==> config.mk <==
export PLATFORM = sky130hd
export DESIGN_NAME = sct_ctrl
export DESIGN_NICKNAME = d
export VERILOG_FILES = /design/src/sct_pkg.sv /design/src/sct_ctrl.sv
export SDC_FILE = /design/constraint.sdc
export NUM_CORES = 1
export LEC_CHECK = 0
export ABC_AREA = 0
export BUFFER_PORTS_ARGS = -buffer_cell sky130_fd_sc_hd__buf_2
export CAP_MARGIN = 20
export CORE_AREA = 2 2 39 41
export DETAILED_ROUTE_END_ITERATION = 16
export DIE_AREA = 0 0 41 43
export MAX_ROUTING_LAYER = met4
export RECOVER_POWER = 50
export SLEW_MARGIN = 0
export SYNTH_ARGS = -nofsm -noshare
export SYNTH_HDL_FRONTEND = slang
export SYNTH_SLANG_ARGS = --single-unit
==> constraint.sdc <==
create_clock -name clk_i -period 3 [get_ports clk_i]
set_input_delay 0.75 -clock clk_i [delete_from_list [all_inputs] [get_ports clk_i]]
set_output_delay 0.75 -clock clk_i [all_outputs]
set_load 0.1 [all_outputs]
==> src/sct_pkg.sv <==
// ----------------------------------------------------------------------------
// sct_pkg
// Types and constants shared by the suspect counter table modules.
// ----------------------------------------------------------------------------
package sct_pkg;

  localparam int unsigned TableDepthDefault = 64;

  localparam logic       CmdObserve = 1'b0;
  localparam logic       CmdAge     = 1'b1;
  localparam logic [1:0] KindNone   = 2'h0;
  localparam logic [1:0] KindAddr   = 2'h1;
  localparam logic [1:0] KindPort   = 2'h2;
  localparam logic [1:0] KindBoth   = 2'h3;

  typedef struct packed {
    logic        command;
    logic [1:0]  kind;
    logic [31:0] ip_addr;
    logic [15:0] port_number;
    logic [7:0]  threshold;
  } sct_in_t;

  typedef struct packed {
    logic       danger;
    logic       inserted;
    logic       dropped;
    logic [6:0] occupancy;
  } sct_out_t;

  typedef enum logic [2:0] {
    ST_IDLE,
    ST_SCAN,
    ST_HIT,
    ST_AGE,
    ST_DONE
  } sct_state_e;

  // Controller to datapath.
  typedef struct packed {
    logic load;       // capture item, reset scan pointers
    logic scan_step;  // compare entry at read pointer, advance
    logic hit_write;  // write updated count at the matched entry
    logic age_step;   // age one entry and compact
    logic finish;     // append/drop decision and result
  } sct_cmd_t;

  // Datapath to controller.
  typedef struct packed {
    logic is_age;
    logic is_nop;
    logic scan_end;  // read pointer reached entry total
    logic matched;   // compare in this scan step hit
  } sct_sts_t;

endpackage

==> src/sct_ctrl.sv <==
// ----------------------------------------------------------------------------
// sct_ctrl
// Sequencer: at most one scan over the stored entries per item.
// ----------------------------------------------------------------------------
module sct_ctrl (
  input  logic              clk_i,
  input  logic              rst_ni,
  input  logic              start_i,
  input  sct_pkg::sct_sts_t sts_i,
  output sct_pkg::sct_cmd_t cmd_o,
  output logic              busy_o
);

  sct_pkg::sct_state_e state_q, state_d;

  always_ff @(posedge clk_i or negedge rst_ni) begin
    if (!rst_ni) state_q <= sct_pkg::ST_IDLE;
    else         state_q <= state_d;
  end

  always_comb begin
    state_d = state_q;
    cmd_o   = '0;
    busy_o  = 1'b1;
    unique case (state_q)
      sct_pkg::ST_IDLE: begin
        busy_o = 1'b0;
        if (start_i) begin
          cmd_o.load = 1'b1;
          state_d    = sct_pkg::ST_SCAN;
        end
      end
      sct_pkg::ST_SCAN: begin
        if (sts_i.is_age) begin
          state_d = sct_pkg::ST_AGE;
        end else if (sts_i.is_nop || sts_i.scan_end) begin
          state_d = sct_pkg::ST_DONE;
        end else begin
          cmd_o.scan_step = 1'b1;
          if (sts_i.matched) state_d = sct_pkg::ST_HIT;
        end
      end
      sct_pkg::ST_HIT: begin
        cmd_o.hit_write = 1'b1;
        state_d         = sct_pkg::ST_DONE;
      end
      sct_pkg::ST_AGE: begin
        if (sts_i.scan_end) state_d = sct_pkg::ST_DONE;
        else                cmd_o.age_step = 1'b1;
      end
      sct_pkg::ST_DONE: begin
        cmd_o.finish = 1'b1;
        state_d      = sct_pkg::ST_IDLE;
      end
      default: state_d = sct_pkg::ST_IDLE;
    endcase
  end

endmodule

==> impl_metrics.yaml, run 1 <==
layout:
  antenna_cells: 0
  area_growth_pct: 64.2
  drive_gt1_frac: 0.463
  largest_reg_flops: 3
  final-seq-area_sq_um: 75.1
  fill_cells: 157
  top_regs: "state_q: 3 flops"
  layout_commonest_cell: "buf_2"
  multiInputGateArea_sq_um: 136
  nets: 49
  largest_register: "state_q"
place:
  port_buffers: 12
  routabilityCongestion: 0.736
  dp_hpwl_um: 439
worst_setup_path:
  cpLargestDelayFamily: "buffers and inverters"
  crit_fanout: 5
  cp.arrival_ns: 1.89
  critPathLaunchType: "input pin"
  path_common_cell: "buf_2"
  worst_setup_path_end_kind: "output port"
  required_ns: 2.25
  cp_slowest_cell: "or4b_1"
  path_buf_inv: 3
  r2r_slack_ns: 1.77
  cpPeakStageDelay_ns: 0.52
  path_cells: "buf_2 > or4b_1 > inv_1 > buf_2"
  critPathKind: "in -> out"
clock_tree:
  cts_resized: 0
  tritoncts: "built"
  postCtsSetupBuffers: 0
  cts-root-buf: "clkbuf_4"
  clock_path_buffers: 2
  cts_sinks: 3
  cts-buffers-inserted: 3
  clkTransAtPathRegs_ns: 0.04
  htree_num_levels: 1
  clk_latency_ns: 0.24
  cts_hold_buf: 0
global_routing:
  grt_use_met2: 0.134
  track_usage: 0.0866
  grt_overflow_total: 0
  grt_pass1_wl_um: 910
  top_usage_layer: "met2"
  grt_max_degree: 9
  grt_util_met1: 0.0744
  antenna_found_initial: 0
  grt_use_met3: 0.0314
  grt_pass1_vias: 228
routing:
  drt_iter0_drc: 0
  wl_um: 576
  via_per_inst: 4.14
  vias: 236
  wl_per_cell_um: 10.1
  ant_nets: 0
  firstDrtPassIters: 1
  drc: 0
yosys:
  syn_area_per_cell_sq_um: 7.96
  synth_top_area_cell: "dfrtp_1"
  synthAdderAreaFrac: 0
  synth.area.mux_share: 0
  syn_area_sq_um: 199
  synthSimpleGateAreaFrac: 0.384
  synth_top_area_share: 0.377
  synth_top_family_by_area: "simple AND/OR/NAND/NOR gates"
  synthDistinctLibCells: 15
  synth_seq_cells: 3
  yosysWarnings: 0
  synth_compound_area_frac: 0.182
  synthCells: 25
  ys_top_cells_by_area: "dfrtp_1 (38%), a21oi_1 (7.5%), nor2_1 (7.5%)"
  synth-seq-area-share: 0.377
  synthesis.nets: 32
  synth_xor_area_frac: 0
timing:
  tns_ns: 0
  setup_viol: 0
  slew_headroom: 0.679
  tightest_slew_ns: 0.485
  drv_slew: 0
  fin_crit_ns: 2.64
  finalCritPeriodShare: 0.880
  fmax_mhz: 379
  skew_ns: 0.00547
  rsz0062_at_grt: "false"
  final_hold_viol_count: 0
floorplanning:
  row_count: 14
  die_h_um: 43
  dieWidth_um: 41
  start_util: 0.144
  core_area_sq_um: 1380
  io_pins: 13
  die-area_sq_um: 1760
min_path:
  hold_path_class: "in -> async"
run:
  drv_cap: 0
status:
  outcome: "complete, no violations"
[per-layer routing]
metal / wire, um / vias to the layer above
met4: 14 / 0
li1: - / 124
met1: 227 / 101
met2: 290 / 9
met3: 44 / 2
met5: 0 / -
[kinds of logic after synthesis]
kind of cell    count (synthesis)
flops                           3
buf+inv                         3
simple gates                   13
compound gates                  6
[synthesized netlist by cell type (all sizes together)]
cell type and number:
nand2 2, nand2b 1, nor4b 1, or4b 1
dfrtp 3, o21a 1, nor2 4, or3 1
a21oi 3, o21ai 1, nor3b 1, inv 3
o221ai 1, nor3 2
[path summary, 6_finish.rpt]
| path | startpoint | endpoint | cells after the start |
|---|---|---|---|
| setup / recovery | sts_i[1] | cmd_o[1] | 4 |
| hold / removal | rst_ni | state_q[0]$_DFFE_PN0P_ | 1 |
| max in group asynchronous | rst_ni | state_q[1]$_DFFE_PN0P_ | 1 |
| min in group clk_i | state_q[2]$_DFFE_PN0P_ | state_q[2]$_DFFE_PN0P_ | 2 |
| hold reg to reg | state_q[2]$_DFFE_PN0P_ | state_q[2]$_DFFE_PN0P_ | 2 |
| setup reg to reg | state_q[1]$_DFFE_PN0P_ | state_q[1]$_DFFE_PN0P_ | 3 |
[worst reg2reg max path: cells and delay by family, from the launching register on]
family	cells	cell delay [ns]
AOI/OAI and AO/OA	1	0.10
buffers and inverters	1	0.07
DFF	1	0.43
and+or+nand+nor	1	0.55
[final cells by class]
class,count,share of cell area
multi-input combinational,19,0.418
timing repair buffer,12,0.176
inverter,3,0.0345
clock buffer,4,0.0805
sequential,3,0.230
tap,16,0.0613
[per-stage QoR]
stage	utilization	hold slack (ns)	cell area [sq um]	std cells	setup WS, ns
after floorplan	-	0.454	226	25	0.191
after global placement	0.222	0.547	307	53	0.382
after detailed placement	0.222	0.551	307	53	0.388
after CTS	0.241	0.288	333	57	0.384
after global routing	0.236	0.318	327	57	0.317
final	0.236	0.304	327	57	0.361
Power of run 1 is left out: the tool's default activity adds up to more than one toggle a clock period on the data nets, which glitch-free logic cannot reach.
==> run 2, diff against run 1 <==
==> constraint.sdc (replaced) <==
create_clock -name clk_i -period 3 [get_ports clk_i]
set_input_delay 0.75 -clock clk_i [delete_from_list [all_inputs] [get_ports clk_i]]
set_output_delay 0.75 -clock clk_i [all_outputs]
set_load 0.005 [all_outputs]
==> impl_metrics.yaml, run 2 (same netlist as run 1, synthesis figures left out) <==
status:
  outcome: "complete, no violations"
worst_setup_path:
  crit_fanout: 5
  path_common_cell: "buf_2"
  critPathKind: "in -> out"
  required_ns: 2.25
  cp.arrival_ns: 1.58
  worst_setup_path_end_kind: "output port"
  path_cells: "buf_2 > or4b_1 > inv_1 > buf_2"
  cpPeakStageDelay_ns: 0.53
  cp_slowest_cell: "or4b_1"
  critPathLaunchType: "input pin"
clock_tree:
  postCtsSetupBuffers: 0
  clock_path_buffers: 2
  cts_resized: 0
  cts-root-buf: "clkbuf_4"
  htree_num_levels: 1
  cts_sinks: 3
  clk_latency_ns: 0.23
  tritoncts: "built"
  cts-buffers-inserted: 3
  cts_hold_buf: 0
  clkTransAtPathRegs_ns: 0.04
timing:
  skew_ns: 0.00119
  drv_slew: 0
  setup_viol: 0
  fmax_mhz: 429
  slew_headroom: 0.856
  tns_ns: 0
  fin_crit_ns: 2.33
  tightest_slew_ns: 0.213
  finalCritPeriodShare: 0.778
  final_hold_viol_count: 0
  rsz0062_at_grt: "false"
global_routing:
  grt_pass1_wl_um: 862
  grt_max_degree: 9
  track_usage: 0.0825
  grt_pass1_vias: 214
  grt_overflow_total: 0
  antenna_found_initial: 0
run:
  drv_cap: 0
routing:
  wl_um: 512
  firstDrtPassIters: 2
  vias: 235
  ant_nets: 0
  drt_iter0_drc: 1
  drc: 0
  wl_per_cell_um: 8.98
  via_per_inst: 4.12
floorplanning:
  dieWidth_um: 41
  io_pins: 13
  core_area_sq_um: 1380
  die_h_um: 43
  row_count: 14
  start_util: 0.144
  die-area_sq_um: 1760
layout:
  area_growth_pct: 50.3
  largest_reg_flops: 3
  final-seq-area_sq_um: 75.1
  largest_register: "state_q"
  final_cell_mix: "buf_2 (10), nor2_1 (4)"
  nets: 49
  antenna_cells: 0
  drive_gt1_frac: 0.366
  multiInputGateArea_sq_um: 109
  layout_commonest_cell: "buf_2"
  fill_cells: 170
  final_util: 0.216
  top_regs: "state_q: 3 flops"
power:
  ir_worst_vdd_mv: 0.198
  power.density_nw_per_um2: 885
  p_leak_nw: 0.155
min_path:
  hold_path_class: "in -> async"
place:
  port_buffers: 12
  routabilityCongestion: 0.674
run 2: cell counts in the layout (fill, tap and decap cells not counted):
No cell type changed its count.
run 2: worst paths after layout:
kind | from | end | slack [ns] | depth (start not counted)
setup / recovery | sts_i[1] | cmd_o[1] | 0.67 | 4
hold / removal | rst_ni | state_q[0]$_DFFE_PN0P_ | 0.32 | 1
setup reg to reg | state_q[1]$_DFFE_PN0P_ | state_q[1]$_DFFE_PN0P_ | 1.74 | 3
hold reg to reg | state_q[2]$_DFFE_PN0P_ | state_q[2]$_DFFE_PN0P_ | 0.60 | 2
max in group asynchronous | rst_ni | state_q[2]$_DFFE_PN0P_ | 2.53 | 1
min in group clk_i | state_q[2]$_DFFE_PN0P_ | state_q[2]$_DFFE_PN0P_ | 0.60 | 2
run 2: metal layers:
layer	routed length (um)	vias to the layer above	track usage
met5	0	-	-
li1	-	122	-
met3	32	0	0.0471
met1	246	106	0.0939
met2	232	7	0.0938
met4	0	0	0.0800
run 2: area by class of cell:
cell class | count | area share
repair buffers | 12 | 0.192
well taps | 16 | 0.0669
clock buffers | 4 | 0.0879
inverters | 3 | 0.0377
multi-input cells | 19 | 0.364
flip-flops and latches | 3 | 0.251
run 2: worst max-delay path, delay by kind of cell:
family | cells | cell delay [ns]
AND/OR/NAND/NOR | 1 | 0.53
buffers and inverters | 3 | 0.30
run 2: per-stage QoR:
step,hold WS [ns],std cells,power (W),cell area [sq um],worst slack (ns)
after floorplan,0.454,25,0.000154,199,0.949
after global placement,0.547,53,0.000197,279,0.706
after detailed placement,0.549,53,0.000201,279,0.712
after CTS,0.299,57,0.000274,305,0.705
after global routing,0.315,57,0.000294,299,0.631
final,0.316,57,0.000265,299,0.666
run 2: power breakdown:
part | internal (W) | total [W] | switching (W)
sequential | 0.0000584 | 0.0000877 | 0.0000292
clock | 0.0000498 | 0.0000700 | 0.0000202
combinational | 0.0000570 | 0.000107 | 0.0000502
Power figures use the tool's default switching activity.
==> run 3, diff against run 2 <==
==> constraint.sdc (replaced) <==
create_clock -name clk_i -period 2.39 [get_ports clk_i]
set_input_delay 0.5975 -clock clk_i [delete_from_list [all_inputs] [get_ports clk_i]]
set_output_delay 0.5975 -clock clk_i [all_outputs]
set_load 0.005 [all_outputs]
==> impl_metrics.yaml, run 3 (same netlist as run 1, synthesis figures left out) <==
status:
  outcome: "complete, no violations"
place:
  dp_hpwl_um: 408
  routabilityCongestion: 0.674
  port_buffers: 12
floorplanning:
  dieWidth_um: 41
  row_count: 14
  core_area_sq_um: 1380
  start_util: 0.144
  die_h_um: 43
  io_pins: 13
  die-area_sq_um: 1760
global_routing:
  grt_pass1_vias: 220
  track_usage: 0.0887
  grt_max_degree: 9
  grt_pass1_wl_um: 883
  grt_overflow_total: 0
  antenna_found_initial: 0
worst_setup_path:
  required_ns: 1.79
  worst_setup_path_end_kind: "output port"
  cp.arrival_ns: 1.43
  crit_fanout: 6
  critPathLaunchType: "register"
  critPathKind: "reg -> out"
  r2r_slack_ns: 1.20
clock_tree:
  cts-buffers-inserted: 3
  cts_resized: 0
  clock_path_buffers: 2
  clkTransAtPathRegs_ns: 0.04
  cts_hold_buf: 0
  cts_sinks: 3
  clk_latency_ns: 0.24
  htree_num_levels: 1
  postCtsSetupBuffers: 0
  tritoncts: "built"
  cts-root-buf: "clkbuf_4"
layout:
  largest_reg_flops: 3
  top_regs: "state_q: 3 flops"
  nets: 49
  final_cell_mix: "buf_2 (11), nor2_1 (4)"
  area_growth_pct: 52.8
  largest_register: "state_q"
  drive_gt1_frac: 0.390
  layout_commonest_cell: "buf_2"
  antenna_cells: 0
  final_util: 0.220
timing:
  setup_viol: 0
  skew_ns: 0.00177
  final_hold_viol_count: 0
  fmax_mhz: 493
  fin_crit_ns: 2.03
  slew_headroom: 0.857
  tns_ns: 0
  drv_slew: 0
  finalCritPeriodShare: 0.849
  rsz0062_at_grt: "false"
  tightest_slew_ns: 0.212
run:
  drv_cap: 0
power:
  ir_worst_vdd_mv: 0.249
  clkPwrFrac: 0.278
  p_comb_frac: 0.404
  p_sw_frac: 0.374
  power.density_nw_per_um2: 1100
  switchingPower_w: 0.000125
  p_int_w: 0.000210
  p_seq_frac: 0.318
  p_leak_nw: 0.160
routing:
  vias: 241
  firstDrtPassIters: 1
  ant_nets: 0
  wl_um: 517
  via_per_inst: 4.23
  wl_per_cell_um: 9.07
  drc: 0
  drt_iter0_drc: 0
min_path:
  hold_path_class: "in -> async"
[run 3: changes by cell type in the layout (fill, tap and decap cells not counted), sizes merged]
| cell | previous run | this run |
|---|---|---|
| buf | 10 | 11 |
| clkbuf | 6 | 5 |
[run 3: worst max-delay path, cell delays in order, from the launching register on]
cell,delay (ns)
dfrtp_1,0.41
inv_1,0.09
or4b_4,0.53
inv_1,0.06
buf_2,0.11
[run 3: final timing paths]
| path | start | endpoint | depth (start not counted) |
|---|---|---|---|
| setup reg to reg | state_q[1]$_DFFE_PN0P_ | state_q[1]$_DFFE_PN0P_ | 3 |
| min in group clk_i | state_q[2]$_DFFE_PN0P_ | state_q[2]$_DFFE_PN0P_ | 2 |
| max in group asynchronous | rst_ni | state_q[2]$_DFFE_PN0P_ | 1 |
| setup / recovery | state_q[1]$_DFFE_PN0P_ | cmd_o[1] | 4 |
| hold reg to reg | state_q[2]$_DFFE_PN0P_ | state_q[2]$_DFFE_PN0P_ | 2 |
| hold / removal | rst_ni | state_q[0]$_DFFE_PN0P_ | 1 |
[run 3: power groups by stage]
stage,sequential (W),combinational [W],clock [W]
3_5_place_dp,0.000110,0.000140,0
3_3_place_gp,0.000110,0.000140,0
5_1_grt,0.000113,0.000156,0.000108
2_1_floorplan,0.000101,0.0000923,0
6_report,0.000107,0.000135,0.0000931
4_1_cts,0.000109,0.000141,0.0000979
[run 3: final cells by class]
class | count | area [sq um]
well taps | 16 | 20.0
multi-input cells | 19 | 113
flip-flops and latches | 3 | 75.1
repair buffers | 12 | 58.8
inverters | 3 | 11.3
fillers | 174 | 1080
clock buffers | 4 | 26.3
[run 3: per-layer routing]
| layer | vias up | GRT usage | wire [um] |
|---|---|---|---|
| li1 | 122 | - | - |
| met1 | 106 | 0.0906 | 217 |
| met2 | 10 | 0.0969 | 245 |
| met3 | 3 | 0.0471 | 30 |
| met4 | 0 | 0.120 | 24 |
| met5 | - | - | 0 |
[run 3: metrics by stage]
stage / worst slack, ns / total power, W / cells / hold slack (ns) / area, sq um
global route: 0.258 / 0.000377 / 57 / 0.149 / 304
global placement: 0.411 / 0.000250 / 53 / 0.394 / 279
detailed placement: 0.404 / 0.000250 / 53 / 0.395 / 279
finish: 0.360 / 0.000335 / 57 / 0.154 / 304
floorplan: 0.644 / 0.000194 / 25 / 0.302 / 199
CTS: 0.357 / 0.000348 / 57 / 0.138 / 305
